## src/rtl/chkv_pkg.sv

```systemverilog
// ----------------------------------------------------------------------------
// chkv_pkg
// shared constants, codes, command/status structs and value arithmetic
// ----------------------------------------------------------------------------
package chkv_pkg;

	localparam int KEY_BITS     = 32;
	localparam int VALUE_BITS   = 32;
	localparam int BUCKETS_DEF  = 256;
	localparam int NODES_DEF    = 256;
	localparam int HASH_BITS    = 31;
	localparam int BCNT_BITS    = 9;
	localparam int CFG_BITS     = 31;
	localparam int CFG_IDX_BITS = 2;
	localparam int DVD_BITS     = 64;
	localparam int DIV_STEPS    = 64;

	// request modes
	localparam logic [2:0] MODE_INSERT    = 3'd0;
	localparam logic [2:0] MODE_REMOVE    = 3'd1;
	localparam logic [2:0] MODE_LOOKUP    = 3'd2;
	localparam logic [2:0] MODE_ADD       = 3'd3;
	localparam logic [2:0] MODE_SET       = 3'd4;
	localparam logic [2:0] MODE_SET_ALL   = 3'd5;
	localparam logic [2:0] MODE_CLEAR_ALL = 3'd6;

	// result status
	localparam logic [1:0] ST_OK        = 2'd0;
	localparam logic [1:0] ST_NOT_FOUND = 2'd1;
	localparam logic [1:0] ST_POOL_FULL = 2'd2;

	// register indexes
	localparam logic [CFG_IDX_BITS-1:0] REG_MULT_A       = 2'd0;
	localparam logic [CFG_IDX_BITS-1:0] REG_ADD_B        = 2'd1;
	localparam logic [CFG_IDX_BITS-1:0] REG_PRIME        = 2'd2;
	localparam logic [CFG_IDX_BITS-1:0] REG_BUCKET_COUNT = 2'd3;

	localparam logic [HASH_BITS-1:0] MULT_A_RST = 31'd1;
	localparam logic [HASH_BITS-1:0] ADD_B_RST  = 31'd0;
	localparam logic [HASH_BITS-1:0] PRIME_RST  = 31'h7FFF_FFFF;
	localparam logic [BCNT_BITS-1:0] BCNT_RST   = 9'd256;

	localparam logic signed [VALUE_BITS-1:0] VAL_MAX = {1'b0, {(VALUE_BITS-1){1'b1}}};
	localparam logic signed [VALUE_BITS-1:0] VAL_MIN = {1'b1, {(VALUE_BITS-1){1'b0}}};

	typedef struct packed {
		logic load;
		logic div_start_p;
		logic div_start_m;
		logic clear_wr;
		logic head_rd;
		logic head_load;
		logic node_rd;
		logic hit;
		logic walk_next;
		logic resolve;
		logic link_wr;
		logic sweep_wr;
		logic out_load;
	} cmd_t;

	typedef struct packed {
		logic       clear_last;
		logic       p_zero;
		logic       div_done;
		logic       cur_null;
		logic       key_match;
		logic       free_done;
		logic       need_link;
		logic       sweep_last;
		logic       out_free;
		logic [2:0] mode;
	} sts_t;

	function automatic logic signed [VALUE_BITS-1:0] sat_add(
		input logic signed [VALUE_BITS-1:0] x,
		input logic signed [VALUE_BITS-1:0] y
	);
		logic [VALUE_BITS:0] s;
		s = {x[VALUE_BITS-1], x} + {y[VALUE_BITS-1], y};
		if (s[VALUE_BITS] != s[VALUE_BITS-1]) begin
			return s[VALUE_BITS] ? VAL_MIN : VAL_MAX;
		end
		return s[VALUE_BITS-1:0];
	endfunction

endpackage

```

## src/rtl/chkv_ctrl.sv

```systemverilog
// ----------------------------------------------------------------------------
// chkv_ctrl
// request sequencer: clearing pass, hashing, chain walk, update, result
// ----------------------------------------------------------------------------
module chkv_ctrl (
	input  logic            clk,
	input  logic            arst_n,
	input  logic            in_valid,
	output logic            in_ready,
	input  chkv_pkg::sts_t  sts,
	output chkv_pkg::cmd_t  cmd
);

	typedef enum logic [13:0] {
		S_CLEAR   = 14'b00000000000001,
		S_IDLE    = 14'b00000000000010,
		S_MUL     = 14'b00000000000100,
		S_DIVP    = 14'b00000000001000,
		S_DIVM    = 14'b00000000010000,
		S_HEAD    = 14'b00000000100000,
		S_HLOAD   = 14'b00000001000000,
		S_WALK    = 14'b00000010000000,
		S_CMP     = 14'b00000100000000,
		S_FREE    = 14'b00001000000000,
		S_RESOLVE = 14'b00010000000000,
		S_LINK    = 14'b00100000000000,
		S_SWEEP   = 14'b01000000000000,
		S_DONE    = 14'b10000000000000
	} state_t;

	state_t state_q, state_d;

	assign in_ready = (state_q == S_IDLE);

	always_comb begin
		state_d = state_q;
		cmd     = '0;
		unique case (state_q)
			S_CLEAR: begin
				cmd.clear_wr = 1'b1;
				if (sts.clear_last) state_d = S_IDLE;
			end
			S_IDLE: begin
				if (in_valid) begin
					cmd.load = 1'b1;
					state_d  = S_MUL;
				end
			end
			S_MUL: begin
				if (sts.mode == chkv_pkg::MODE_SET_ALL ||
				    sts.mode == chkv_pkg::MODE_CLEAR_ALL) begin
					state_d = S_SWEEP;
				end else if (sts.mode > chkv_pkg::MODE_CLEAR_ALL) begin
					state_d = S_DONE;
				end else if (sts.p_zero) begin
					cmd.div_start_m = 1'b1;
					state_d         = S_DIVM;
				end else begin
					cmd.div_start_p = 1'b1;
					state_d         = S_DIVP;
				end
			end
			S_DIVP: begin
				if (sts.div_done) begin
					cmd.div_start_m = 1'b1;
					state_d         = S_DIVM;
				end
			end
			S_DIVM: begin
				if (sts.div_done) state_d = S_HEAD;
			end
			S_HEAD: begin
				cmd.head_rd = 1'b1;
				state_d     = S_HLOAD;
			end
			S_HLOAD: begin
				cmd.head_load = 1'b1;
				state_d       = S_WALK;
			end
			S_WALK: begin
				if (sts.cur_null) begin
					state_d = S_FREE;
				end else begin
					cmd.node_rd = 1'b1;
					state_d     = S_CMP;
				end
			end
			S_CMP: begin
				if (sts.key_match) begin
					cmd.hit = 1'b1;
					state_d = S_FREE;
				end else begin
					cmd.walk_next = 1'b1;
					state_d       = S_WALK;
				end
			end
			S_FREE: begin
				if (sts.free_done) state_d = S_RESOLVE;
			end
			S_RESOLVE: begin
				cmd.resolve = 1'b1;
				state_d     = sts.need_link ? S_LINK : S_DONE;
			end
			S_LINK: begin
				cmd.link_wr = 1'b1;
				state_d     = S_DONE;
			end
			S_SWEEP: begin
				cmd.sweep_wr = 1'b1;
				if (sts.sweep_last) state_d = S_DONE;
			end
			S_DONE: begin
				if (sts.out_free) begin
					cmd.out_load = 1'b1;
					state_d      = S_IDLE;
				end
			end
			default: state_d = S_CLEAR;
		endcase
	end

	always_ff @(posedge clk or negedge arst_n) begin
		if (!arst_n) begin
			state_q <= S_CLEAR;
		end else begin
			state_q <= state_d;
		end
	end

endmodule

```

## config.mk

```make
export PLATFORM = sky130hd
export DESIGN_NAME = chkv_ctrl
export DESIGN_NICKNAME = d
export VERILOG_FILES = /design/src/rtl/chkv_pkg.sv /design/src/rtl/chkv_ctrl.sv
export SDC_FILE = /design/constraint.sdc
export NUM_CORES = 1
export LEC_CHECK = 0
export ABC_AREA = 1
export BUFFER_PORTS_ARGS = -buffer_cell sky130_fd_sc_hd__buf_4
export CAP_MARGIN = 20
export CORE_MARGIN = 4
export CORE_UTILIZATION = 54
export CTS_BUF_LIST = sky130_fd_sc_hd__clkbuf_4
export CTS_CLUSTER_SIZE = 20
export DETAILED_ROUTE_END_ITERATION = 7
export PLACE_DENSITY = 0.93
export SLEW_MARGIN = 20
export SYNTH_ARGS = -nofsm -noshare
export SYNTH_HDL_FRONTEND = slang
export SYNTH_SLANG_ARGS = --single-unit
```

## constraint.sdc

```tcl
create_clock -name clk -period 1.6 [get_ports clk]
set_input_delay 0.16 -clock clk [delete_from_list [all_inputs] [get_ports clk]]
set_output_delay 0.16 -clock clk [all_outputs]
set_load 0.02 [all_outputs]
```

Yosys cells after proc, flatten, opt, wreduce, memory -nomap -nowiden
Cells that the tools add are included.
Cells by class
  muxes and demuxes: 36
  eq/ne operators: 23
  multiply operators: 0
  add/sub/neg operators: 0
  shifts and indexed selects: 0
  bitwise logic cells: 0
  magnitude comparators: 1
  divide/modulo/power cells: 0
  reductions and logical operators: 2
Operators with widths (count)
  $pmux 14 s14: 1
  $mux 14: 10
  $mux 10: 2
  $mux 1: 18
  $eq 14x1->1 const B: 1
  $eq 14x10->1 const B: 1
  $eq 14x11->1 const B: 1
  $eq 14x12->1 const B: 1
  $eq 14x13->1 const B: 1
  $eq 14x14->1 const B: 1
  $eq 14x2->1 const B: 1
  $eq 14x3->1 const B: 1
  $eq 14x4->1 const B: 1
  $eq 14x5->1 const B: 1
  $eq 14x6->1 const B: 1
  $eq 14x7->1 const B: 1
  $eq 14x8->1 const B: 1
  $eq 14x9->1 const B: 1
  $ne 2x2->1 const B: 7
  $reduce_and 7->1: 1
  $eq 3x3->1 const B: 2
  $mux 2: 3
  $mux 5: 1
  $gt 3x3->1 const B: 1
  other kinds (2): 2
Word-level totals
  bits in read-only memories: 0
  latch bits: 0
  bits in writable memories: 0
  memories: 0
  output and inout port bits: 14
  register bits after elaboration: 14
  word-level logic and storage cells: 63
  bits of input ports: 15

Depth between registers and ports, before layout
  depth after elaboration: 4
  depth in mapped cells: 11
  mapped depth without buffers: 11

Least setup slack after synthesis
OpenSTA, ideal clock, no wires.
  kind: flip-flop to output port
  start point: register state_q[0]
  end point: output cmd[12] in the netlist's numbering
  path buffers: 0
  cell stages (with the launch flop): 9
  slack: 0.005 ns
  data required time: 1.440 ns
  arrival: 1.435 ns
  cells stage by stage: dfstp_2 -> nor2_2 -> nand2_2 -> nor2_8 -> nand3_2 -> nand2_1 -> nor2_2 -> nand3_2 -> nor2_1
RTL lines
  from (decl): RTL line chkv_ctrl.sv:31  | state_t state_q, state_d;
  from (signal assigned): RTL line chkv_ctrl.sv:126  | state_q <= state_d;
  to (decl): RTL line chkv_ctrl.sv:11  | output chkv_pkg::cmd_t cmd

==> impl_results.rst <==
.. list-table::
   :header-rows: 1

   * - Metric
     - Value
   * - Reported max-cap violation count
     - 0
   * - Crit path kind
     - reg -> out
   * - Number of enable flip-flop cells after synthesis
     - 0
   * - Ratio of routed vias to standard cells
     - approximately 6
   * - DRT Pass-1 Iters
     - 6
   * - Largest fanout on the critical path
     - 5
   * - Fraction of registers with async set or reset after synthesis
     - between 90% and 100%
   * - Clock transition at the register clock pins on the worst setup and hold paths after CTS
     - 0.09 ns
   * - Violations in the final reports
     - negative setup slack
   * - Final net count
     - 229
   * - Pwr/cell area
     - 1070 nW/µm²
   * - Floorplan row count
     - 15
   * - Overall global routing resource usage
     - 25.2%
   * - Routed wire per std cell
     - about 20 µm
   * - Routed WL
     - 4850 µm
   * - Width of the chip
     - between 50 and 60 µm
   * - Worst setup SP type
     - register
   * - Largest Register
     - state_q
   * - Largest registers ranked by flip-flop count
     - state_q: 14 flops
   * - Ratio of cells with drive above 1 in the final layout
     - 54.5%
   * - Longest individual stage delay on the worst path
     - 0.42 ns
   * - Worst clock skew
     - 0.00500 ns
   * - Hold Violations, Final
     - 0
   * - Cell-by-cell listing of the critical path
     - nor2_4 -> buf_6 -> nand3_1 -> nor2_4 -> nand2_1 -> nor2_1 -> buf_4
   * - Final antenna-violating net count
     - 0
   * - Cell at the root of the clock tree
     - clkbuf_4
   * - Most prevalent standard cell on the critical path
     - nor2_4
   * - Number of antenna violations at the first check in global routing
     - 0
   * - Result of the run
     - finished with violations
   * - Detailed-route DRC error count
     - 0
   * - Die Y-Extent
     - about 53 µm
   * - Maximum clock frequency
     - 506 MHz
   * - Number of warnings printed during yosys synthesis
     - 0
   * - Data arrival at the endpoint of the critical path
     - 1.82 ns
   * - Number of vias after detailed routing
     - 1462
   * - Insertion delay of the later-clocked pin in the worst-skew pair
     - between 0.2 and 0.3 ns
   * - Synthesized netlist cell count
     - 155
   * - Worst slack on hold paths
     - 0.0475 ns
   * - Post-route total power
     - 1.87 mW
   * - Cell variety after synth
     - 26
   * - Boundary Pins
     - 29
   * - End-of-flow core utilization
     - 95.9%
   * - Sink Count
     - 14
   * - Synth Area per Inst
     - around 7.0 µm²
   * - H-Tree Depth
     - 1
   * - Die Outline Area
     - 2790 µm²
   * - Via count of the first global-routing pass
     - 1255
   * - Number of CTS-inserted buffers
     - 3
   * - Worst-case setup margin in the final layout
     - -0.377 ns
   * - Total congestion overflow after global routing
     - 0
   * - TritonCTS clock tree
     - yes
   * - Worst max-slew margin expressed relative to the limit
     - 74.3%
   * - Library cell contributing the largest single delay on the critical path
     - dfrtp_1
   * - Leading cell types in the layout, fill and taps excluded
     - buf_4 (44), nand2_1 (26), inv_1 (24)
   * - #FFs+latches synth
     - 14
   * - Number of slew-limit violations in the final report
     - 0
   * - Std-Cell Core Area
     - 1820 µm²
   * - Post-synthesis to final-layout area growth
     - 61.1%
   * - Leakage power
     - 0.940 nW
   * - Starting DRT DRC Count
     - 81
   * - Maximum vdd drop
     - about 0.94 mV
   * - Synthesized area
     - 1080 µm²
   * - Time the worst path needs with I/O delays and setup
     - 1.98 ns
   * - Setup repair after global routing missed its margin
     - true
   * - Most frequent standard cell in the layout excluding fill and tap cells
     - buf_4
   * - Worst path required time
     - 1.44 ns
   * - Sequential element share of the synthesized area
     - 32.4%
   * - Maximum count of clock buffers along a single path
     - 2
   * - Crit end category
     - output pin
   * - Period Utilization, post-route
     - 124%
   * - Most frequently used flop master after synthesis
     - dfrtp_1
   * - Antenna diodes
     - 0
   * - Starting Density
     - 59.5%
   * - Number of fill cells in the layout
     - 44
   * - Wire length of the first global-routing pass
     - 5180 µm
   * - Final Setup Violations
     - 22
   * - Global placer's final weighted congestion
     - 0.918
   * - # port buffers
     - 28
   * - Max reg flops
     - 14
   * - Transition at the pin with the smallest max-transition slack
     - around 0.38 ns
   * - Worst hold path class
     - in -> reg
   * - Post-synth net total
     - 170
   * - Final HPWL DP
     - 2180 µm
   * - Pin count of the biggest net entering global routing
     - 15
==> synth_stat cells, types with 2 or more instances <==
master    n  area share [%]
nor3_1    3             1.4
nor3b_1   2             1.4
nor2_8    2             3.7
nor2_1   25             8.7
nand2_4   4             4.2
inv_1    26             9.0
nand2_2   4             2.3
nor2_4    2             2.1
nand2_1  34              12
nor2_2   11             6.4
dfrtp_1  13              30
inv_2     2            0.69
and2_1    2             1.2
o21ai_0   3             1.4
nand3_2   4             3.7
nand3_1   8             3.7
==> final timing paths <==
kind                                    startpoint                endpoint  slack, ns  cells past startpoint
hold reg to reg             state_q[3]$_DFFE_PN0P_  state_q[3]$_DFFE_PN0P_       0.73                      3
hold / removal                              sts[8]  state_q[8]$_DFFE_PN0P_       0.05                      2
min in group asynchronous                   arst_n  state_q[1]$_DFFE_PN0P_       0.25                      2
max in group asynchronous                   arst_n  state_q[0]$_DFFE_PN1P_       1.10                      2
setup reg to reg           state_q[11]$_DFFE_PN0P_  state_q[0]$_DFFE_PN1P_      -0.16                      8
setup / recovery           state_q[11]$_DFFE_PN0P_                  cmd[6]      -0.38                      7
==> metrics by stage <==
| stage | std cells | cell area, µm² | setup WS [ns] | setup TNS [ns] |
|---|---|---|---|---|
| global placement | 211 | 1350 | 0.00939 | 0 |
| CTS | 225 | 1510 | -0.245 | -2.34 |
| global route | 238 | 1750 | -0.479 | -6.04 |
| floorplan | 155 | 1080 | 0.00457 | 0 |
| finish | 238 | 1750 | -0.377 | -4.32 |
| detailed placement | 211 | 1350 | -0.0100 | -0.0100 |
==> power by group <==
group	internal [mW]	leakage (nW)	switching [mW]
Sequential	0.406	0.187	0.0584
Clock	0.0908	0.0154	0.134
Combinational	0.472	0.738	0.713
==> metal layers <==
layer | wire length (µm) | track usage (%)
met5 | 0 | 0
met4 | 434 | 16.6
met3 | 498 | 6.27
met2 | 2240 | 40.5
met1 | 1680 | 29.2
==> final cells by class <==
class,instances,area (µm²),share of cell area (%)
timing repair buffer,53,430,24.7
clock buffer,3,22.5,1.29
inverter,28,105,6.02
tap,25,31.3,1.79
sequential,14,354,20.3
clock inverter,1,3.75,0.215
multi-input combinational,114,798,45.7
==> timing repair <==
action / 4_1_cts / 5_1_grt
pin swaps: 7 / 13
resized for setup: 12 / 40
cloned: 1 / 0
hold endpoints to repair: 14 / 0
hold buffers: 1 / 0
buffers inserted: 8 / 13
endpoints found under the setup margin: 14 / 22
==> critical path, delay by kind of cell (launching register included) <==
family | cells | cell delay, ns
flops | 1 | 0.42
buf+inv | 2 | 0.29
simple gates | 5 | 0.82
==> cell families after synthesis <==
logic type,synth area share (%)
flops,32.4
buf+inv,9.70
simple gates,54.2
compound gates,3.69
Note: power is estimated with default switching activity, not from simulation.
